**config.mk**
```make
export PLATFORM = sky130hd
export DESIGN_NAME = tw_cell
export DESIGN_NICKNAME = d
export VERILOG_FILES = /design/src/rtl/tw_pkg.sv /design/src/rtl/tw_cell.sv
export SDC_FILE = /design/constraint.sdc
export NUM_CORES = 2
export LEC_CHECK = 0
export BUFFER_PORTS_ARGS = -buffer_cell sky130_fd_sc_hd__clkbuf_2
export CAP_MARGIN = 20
export CELL_PAD_IN_SITES_DETAIL_PLACEMENT = 1
export CELL_PAD_IN_SITES_GLOBAL_PLACEMENT = 1
export CORE_AREA = 2 2 378 380
export DETAILED_ROUTE_END_ITERATION = 7
export DIE_AREA = 0 0 380 382
export GPL_ROUTABILITY_DRIVEN = 0
export PLACE_DENSITY_LB_ADDON = 0.1
export SYNTH_ARGS = -nofsm -noshare
export SYNTH_HDL_FRONTEND = slang
export SYNTH_SLANG_ARGS = --single-unit
```
**constraint.sdc**
```tcl
create_clock -name clock -period 28.9 [get_ports clock]
set_input_delay 2.89 -clock clock [delete_from_list [all_inputs] [get_ports clock]]
set_output_delay 2.89 -clock clock [all_outputs]
set_load 0.01 [all_outputs]
```
**src/rtl/tw_pkg.sv**
```systemverilog
// Package for the planar twist integrator: constants, word type carried along
// the cell chain and small helper functions. No dependencies.
`default_nettype none
package tw_pkg;

   localparam int CORDIC_STAGES = 16;
   localparam int ROT_STEPS     = (CORDIC_STAGES > 32) ? 32 : CORDIC_STAGES;

   // cell chain layout
   localparam int REM_STEPS    = 13;   // angle reduction, 2*pi << 12 down to << 0
   localparam int BAM_PREP     = 13;   // wrap to (-pi, pi], theta rounding
   localparam int BAM_FIRST    = 14;   // 32 quotient bits of angle to binary angle
   localparam int CORDIC_PREP  = 46;   // quadrant fold
   localparam int CORDIC_FIRST = 47;
   localparam int DIV_STEPS    = 48;   // center divider, one quotient bit per cell
   localparam int NUM_CELLS    = CORDIC_FIRST + ROT_STEPS;
   localparam int STAGE_W      = $clog2(NUM_CELLS + 1);

   localparam logic [63:0] TWO_PI_Q32   = 64'd26986075409;
   localparam logic [35:0] TWO_PI_Q32_N = 36'd26986075409;
   localparam logic [35:0] PI_Q32_N     = 36'd13493037704;
   localparam logic [63:0] TWO_PI_Q28   = 64'd1686629713;
   localparam logic signed [33:0] GAIN_Q30     = 34'sd652032874;
   localparam logic signed [33:0] QUARTER_TURN = 34'sd1073741824;
   localparam logic signed [33:0] HALF_TURN    = 34'sd2147483648;
   localparam logic signed [33:0] ONE_Q30      = 34'sd1073741824;
   localparam logic [16:0] THRESH_RESET = 17'd655;

   localparam logic [31:0] ARC_TABLE [32] = '{
      32'h20000000, 32'h12E4051E, 32'h09FB385B, 32'h051111D4,
      32'h028B0D43, 32'h0145D7E1, 32'h00A2F61E, 32'h00517C55,
      32'h0028BE53, 32'h00145F2F, 32'h000A2F98, 32'h000517CC,
      32'h00028BE6, 32'h000145F3, 32'h0000A2FA, 32'h0000517D,
      32'h000028BE, 32'h0000145F, 32'h00000A30, 32'h00000518,
      32'h0000028C, 32'h00000146, 32'h000000A3, 32'h00000051,
      32'h00000029, 32'h00000014, 32'h0000000A, 32'h00000005,
      32'h00000003, 32'h00000001, 32'h00000001, 32'h00000000
   };

   typedef struct packed {
      logic               curved;
      logic               w_neg;
      logic [31:0]        lin_x;
      logic [31:0]        lin_y;
      logic [63:0]        arem;     // angle remainder, then binary-angle dividend
      logic               r_neg;
      logic signed [18:0] theta;
      logic [31:0]        bam_q;
      logic signed [33:0] z;
      logic signed [33:0] x;
      logic signed [33:0] y;
      logic               flip;
      logic [31:0]        div_d;    // |w|
      logic [32:0]        rem_x;
      logic [32:0]        rem_y;
      logic [47:0]        nq_x;     // dividend bits out, quotient bits in
      logic [47:0]        nq_y;
      logic               neg_x;
      logic               neg_y;
   } tw_word_type;

   // signed saturation of a sign/magnitude quotient
   function automatic logic signed [31:0] sat_quot(input logic [47:0] q, input logic neg);
      logic [47:0] nq;
      nq = 48'd0 - q;
      if (neg) begin
         sat_quot = (q > 48'h0000_8000_0000) ? 32'sh8000_0000 : $signed(nq[31:0]);
      end else begin
         sat_quot = (q > 48'h0000_7FFF_FFFF) ? 32'sh7FFF_FFFF : $signed(q[31:0]);
      end
   endfunction

   function automatic logic signed [31:0] clamp_unit(input logic signed [33:0] v);
      if (v > ONE_Q30) begin
         clamp_unit = 32'(ONE_Q30);
      end else if (v < -ONE_Q30) begin
         clamp_unit = -32'(ONE_Q30);
      end else begin
         clamp_unit = v[31:0];
      end
   endfunction

endpackage
`default_nettype wire

```
**src/rtl/tw_cell.sv**
```systemverilog
// One cell of the integrator chain: an angle step (reduction, binary angle or CORDIC,
// by position); cells below DIV_STEPS also step both center dividers. Uses tw_pkg.
`default_nettype none
module tw_cell
   import tw_pkg::*;
(
   input  wire logic               clock,
   input  wire logic               reset,
   input  wire logic               advance,
   input  wire logic [STAGE_W-1:0] stage_idx,
   input  wire logic               valid_in,
   input  wire tw_word_type        word_in,
   output logic                    valid_out,
   output tw_word_type             word_out
);

   logic        valid_ff;
   tw_word_type word_ff, word_in_c;

   always_comb begin
      logic [STAGE_W-1:0] diff;
      logic [4:0]         sh;
      logic [63:0]        cmpv;
      logic [35:0]        a, t, rmag, rnd;
      logic signed [35:0] r;
      logic [19:0]        am;
      logic signed [33:0] zq, tx, ty;
      logic [32:0]        tr;
      word_in_c = word_in;
      diff = '0; sh = '0; cmpv = '0;
      a = '0; t = '0; rmag = '0; rnd = '0; r = '0; am = '0;
      zq = '0; tx = '0; ty = '0; tr = '0;

      priority if (stage_idx < STAGE_W'(REM_STEPS)) begin
         diff = STAGE_W'(REM_STEPS - 1) - stage_idx;
         sh   = diff[4:0];
         cmpv = TWO_PI_Q32 << sh;
         if (word_in.arem >= cmpv) begin
            word_in_c.arem = word_in.arem - cmpv;
         end
      end else if (stage_idx == STAGE_W'(BAM_PREP)) begin
         a = word_in.arem[35:0];
         t = TWO_PI_Q32_N - a;
         if (!word_in.w_neg) begin
            r = (a > PI_Q32_N) ? $signed(a - TWO_PI_Q32_N) : $signed(a);
         end else if (a == '0) begin
            r = '0;
         end else begin
            r = (t > PI_Q32_N) ? -$signed(a) : $signed(t);
         end
         rmag = r[35] ? 36'(-r) : 36'(r);
         rnd  = rmag + 36'd32768;
         am   = rnd[35:16];
         word_in_c.r_neg = r[35];
         word_in_c.theta = r[35] ? -$signed(am[18:0]) : $signed(am[18:0]);
         word_in_c.arem  = {rmag, 28'd0};
         word_in_c.bam_q = '0;
      end else if (stage_idx < STAGE_W'(CORDIC_PREP)) begin
         diff = STAGE_W'(BAM_FIRST + 31) - stage_idx;
         sh   = diff[4:0];
         cmpv = TWO_PI_Q28 << sh;
         if (word_in.arem >= cmpv) begin
            word_in_c.arem      = word_in.arem - cmpv;
            word_in_c.bam_q[sh] = 1'b1;
         end
      end else if (stage_idx == STAGE_W'(CORDIC_PREP)) begin
         zq = $signed({2'b00, word_in.bam_q});
         zq = word_in.r_neg ? -zq : zq;
         word_in_c.flip = 1'b0;
         if (zq > QUARTER_TURN) begin
            zq = zq - HALF_TURN;
            word_in_c.flip = 1'b1;
         end else if (zq < -QUARTER_TURN) begin
            zq = zq + HALF_TURN;
            word_in_c.flip = 1'b1;
         end
         word_in_c.z = zq;
         word_in_c.x = GAIN_Q30;
         word_in_c.y = '0;
      end else begin
         diff = stage_idx - STAGE_W'(CORDIC_FIRST);
         sh   = diff[4:0];
         ty   = word_in.y >>> sh;
         tx   = word_in.x >>> sh;
         if (word_in.z >= 0) begin
            word_in_c.x = word_in.x - ty;
            word_in_c.y = word_in.y + tx;
            word_in_c.z = word_in.z - $signed({2'b00, ARC_TABLE[sh]});
         end else begin
            word_in_c.x = word_in.x + ty;
            word_in_c.y = word_in.y - tx;
            word_in_c.z = word_in.z + $signed({2'b00, ARC_TABLE[sh]});
         end
      end

      // restoring division step, both centers
      if (stage_idx < STAGE_W'(DIV_STEPS)) begin
         tr = {word_in.rem_x[31:0], word_in.nq_x[47]};
         word_in_c.nq_x = {word_in.nq_x[46:0], 1'b0};
         if (tr >= {1'b0, word_in.div_d}) begin
            tr = tr - {1'b0, word_in.div_d};
            word_in_c.nq_x[0] = 1'b1;
         end
         word_in_c.rem_x = tr;
         tr = {word_in.rem_y[31:0], word_in.nq_y[47]};
         word_in_c.nq_y = {word_in.nq_y[46:0], 1'b0};
         if (tr >= {1'b0, word_in.div_d}) begin
            tr = tr - {1'b0, word_in.div_d};
            word_in_c.nq_y[0] = 1'b1;
         end
         word_in_c.rem_y = tr;
      end
   end

   always_ff @(posedge clock) begin
      if (reset) begin
         valid_ff <= 1'b0;
      end else if (advance) begin
         valid_ff <= valid_in;
      end
   end

   always_ff @(posedge clock) begin
      if (advance) begin
         word_ff <= word_in_c;
      end
   end

   assign valid_out = valid_ff;
   assign word_out  = word_ff;

endmodule
`default_nettype wire

```
# Yosys cells after proc, flatten, opt, wreduce, memory -nomap -nowiden
# Memory sizes are Yosys's and may differ from the RTL's.
# Index checks and enable logic that the tools add are counted.
# W data, S select, Z words.
# totals
inputBits	491
regBits	482
wordCells	105
romBits	1024
out_inout_bits	482
memories	1
# mem_list
name	depth	width	rd	rd_clocked_by_memory_dff	wr	line	source
(name not given)	32	32	1	0	0	tw_cell.sv:92	word_in_c.z = word_in.z + $signed({2'b00, ARC_TABLE[sh]});
# classes
shift	4
eq_ne	2
n_bitwise	2
n_reduce_logical	2
n_addsub	22
n_mux	37
n_lt_le_gt_ge	15
# op_table
cell	n
$mux W64	5
$mux W36	7
$mux W103	2
$mux W102	2
$mux W162	1
$mux W32	5
$mux W155	1
$ge A64 B64 Y1	2
$sub A64 B64 Y64	2
$mux W34	3
$gt A36 B34 Y1 const B	2
$neg A36 Y36	2
$add A34 B34 Y34	2
$sshr A34 B5 Y34	2
$sub A34 B34 Y34	2
$ge A33 B32 Y1	2
$mux W33	2
$sub A33 B32 Y33	2
$shl A31 B5 Y64 const A	1
$shl A35 B5 Y64 const A	1
$logic_not A36 Y1	1
$sub A35 B36 Y36 const A	1
$sub A36 B35 Y36 const B	1
$add A35 B16 Y35 const B	1
other kinds (25)	32

# Depth between registers and ports, before layout
# logic_depth
word_depth	14
ltp_mapped	47
ltp_nobuf	37

# Worst setup path before layout
# No wires, ideal clock.
# synth_path
kind	input to register
from	in stage_idx[0]
to	reg word_ff, in the netlist word_out[230], data pin
path_slack_ns	16.159
path_stages	45
t_required_ns	28.637
arrival_time_ns	12.478
cell_sequence	buf_1 -> inv_1 -> clkbuf_1 -> clkbuf_1 -> clkbuf_1 -> clkbuf_1 -> buf_1 -> ha_1 -> clkbuf_1 -> buf_1 -> clkbuf_1 -> clkbuf_1 -> clkbuf_1 -> clkbuf_1 -> buf_1 -> mux2i_1 -> mux2i_1 -> a211oi_1 -> [... 9 more ...] -> o21ai_0 -> a21oi_1 -> o21ai_0 -> a21oi_1 -> o21ai_0 -> a21oi_1 -> o311a_1 -> a2111o_1 -> nand3_1 -> o2111ai_1 -> nand3_1 -> a31o_2 -> a21oi_1 -> nor2_1 -> o41ai_1 -> xnor2_1 -> a21oi_1 -> o22ai_1
# synth_lines
element	line	source
start: declaration	tw_cell.sv:10	input wire logic [STAGE_W-1:0] stage_idx,
end signal: assignment	tw_cell.sv:125	word_ff <= word_in_c;
end: declaration	tw_cell.sv:18	tw_word_type word_ff, word_in_c;

==> metrics.csv <==
metric,value,unit
Int Pwr,0.001883,W
post-synthesis sequential area ratio,0.2902,
H-tree depth,2,
total wire length,265700,um
"Area growth, synth to finish",17.46,%
Leak Pwr,24.51,nW
DRC,0,
HP Class,reg2reg,
Tot GR Track Use,0.3474,
post-synth top area cell,edfxtp_1,
Pwr Density,55.90,mW/mm2
cell mode on critical path,buf_4,
Num CTS Buffers,59,
Ports,973,
Synth top area share,0.2898,
peak supply drop,53.33,uV
sequential share of power,0.290,
post-synthesis async set-or-reset flop share,0,
largest net degree at the start of global routing,84,
worst-path cell with the longest stage delay,inv_2,
cells after synthesis,6124,
max_slew headroom,0.2260,
Detail Placement HPWL,216200,um
initial drt markers,4828,
Synth Register Bits,482,
DR WL/cell,30.14,um
Routed Antenna Nets,0,
clk buf depth,3,
WP data arrival,12.77,ns
"top cells by count, synth","nor2_1, nand2_1, a21oi_1",
Clock Latency Late Sink,0.73,ns
worst-path fanout max,78,
kind of critical path,in2reg,
final setup fails,0,
"Req. time, crit path",29.27,ns
die width,380,um
fillers,17160,
detail-routed via count per cell,6.027,
switching part of the total,0.4247,
vias in the first global route,50960,
fmax,80.59,MHz
post-CTS resize count,0,
number of nets in the layout,7684,
number of flops mapped to enable cells by yosys,481,
register-to-register setup slack,28.31,ns
Psw,0.001390,W
crit path launch type,primary input,
Hold Crit Start,valid_out,
first-pass GRT wire length,371800,um
DRT Pass-1 Iters,7,
Slew @ Worst Pin,1.146,ns
endpoints failing hold,0,
DIE AREA,0.1452,mm2
Worst-path clk slew,0.06,ns
max cap viols,0,
I/O Buffers,972,
Worst R2R Path Depth,2,
Initial Util,0.3538,
CTS Hold Bufs,0,
vias,53140,
CTS tree,built,
area of the mapped netlist,0.04985,mm2
Comb pwr share,0.464,
setup repair bufs after CTS,0,
Root Driver,clkbuf_16,
Synth cell types,117,
clk_skew,0,ns
die height,382,um
Synthesis Warnings,0,
gr ovfl total,0,
CTS sink cnt,482,
"count leader, synth",nor2_1,
peak per-stage delay on the critical path,0.79,ns
share of cells above drive strength 1,0.2045,
count of pins over their slew limit,0,
syn avg cell area,8.140,um2
"Period Utilization, post-route",0.4294,
status,"complete, no violations",
Crit. End Element,flip-flop,
Core Area,0.1409,mm2
fin crit period,12.41,ns
FP Rows,138,
reg2reg start,valid_out,
ranking of synthesized cells by area,"edfxtp_1, ha_1, a21oi_1",
initial antenna violation count,32,
Clk pwr share,0.246,
hold path cells,2,
unrepaired setup endpoints after global routing,false,
setup_tns,0,ns
Syn Nets,6940,
Synth Flop Type,edfxtp_1,
Final Core Density,0.4156,
critical path launch point,stage_idx[0],
## power by group through the flow
stage | logic [W] | clock network [W] | registers [W]
global route | 0.00164 | 0.000837 | 0.000948
floorplan | 0.000919 | 0 | 0.000956
detailed placement | 0.00149 | 0 | 0.000956
global placement | 0.00147 | 0 | 0.000957
CTS | 0.00150 | 0.000817 | 0.000944
finish | 0.00152 | 0.000806 | 0.000948
## sequential cells by signal (all words and copies together), names as in the netlist
signal     cells
word_out     481
valid_out      1
## kinds of logic (layout without fill, tap and decap cells)
kind of cell,after synthesis,count (layout),synth area share
compound gates,1937,1937,0.2447
xor+xnor,470,470,0.08341
fa+ha+maj,325,325,0.08263
buf+inv,585,1376,0.04561
flops,482,482,0.2902
mux,248,248,0.06017
other cells,0,11,0
simple gates,2077,2077,0.1933
## final timing paths
path / endpoint
worst max-delay path: word_out[362]
worst min-delay path: valid_out
worst min register to register: valid_out
worst max register to register: valid_out
## final cells by class
type | instances | area, um2 | area share
Inverter | 219 | 822.0 | 0.01404
Clock buffer | 64 | 1495 | 0.02554
Antenna cell | 11 | 27.53 | 0.0004701
Tap cell | 1890 | 2365 | 0.04039
Multi-Input combinational cell | 5057 | 33390 | 0.5703
Sequential cell | 482 | 14460 | 0.2470
Clock inverter | 44 | 523.0 | 0.008932
Timing Repair Buffer | 1049 | 5460 | 0.09326
## worst max-delay path: cells and delay by family
kind                       cells  cell delay, ns
buffers and inverters          7            3.12
xor gates and xnor gates       1            0.20
AOI/OAI and AO/OA             15            3.35
adders and majority gates      2            0.98
and+or+nand+nor               10            2.05
## stage by stage
step                      hold WS, ns  total power (W)  std cells  area (um2)  setup slack [ns]
after CTS                      0.5398         0.003261       8802       58500             16.74
after global placement         0.4789         0.002427       8694       56480             16.32
final                          0.5194         0.003273       8816       58550             16.49
after global routing           0.5526         0.003425       8811       58540             15.63
after floorplan                0.5279         0.001876       6124       49850             16.16
after detailed placement       0.5221         0.002445       8694       56480             16.05
## placed cells by master, fill, tap and decap left out, types with 59 or more instances in the layout
| cell type | instances |
|---|---|
| xnor2_1 | 271 |
| nand3_1 | 109 |
| a21oi_1 | 640 |
| xor2_1 | 185 |
| o211ai_1 | 61 |
| edfxtp_1 | 481 |
| ha_1 | 312 |
| a211oi_1 | 70 |
| clkbuf_2 | 970 |
| nor3_1 | 148 |
| mux2i_1 | 105 |
| a31oi_1 | 83 |
| clkbuf_16 | 59 |
| inv_1 | 212 |
| mux2_2 | 113 |
| a21o_1 | 118 |
| o21ai_0 | 430 |
| or3_1 | 71 |
| nor2_1 | 679 |
| nand2_1 | 649 |
| nand2b_1 | 67 |
| buf_4 | 75 |
## layer usage
metal,vias up,track usage,share of wire
li1,24010,-,-
met1,26520,0.4440,0.41
met2,2136,0.5522,0.45
met3,452,0.07588,0.078
met4,28,0.1747,0.060
met5,-,0,0.00068
Note: power is estimated with default switching activity, not from simulation.
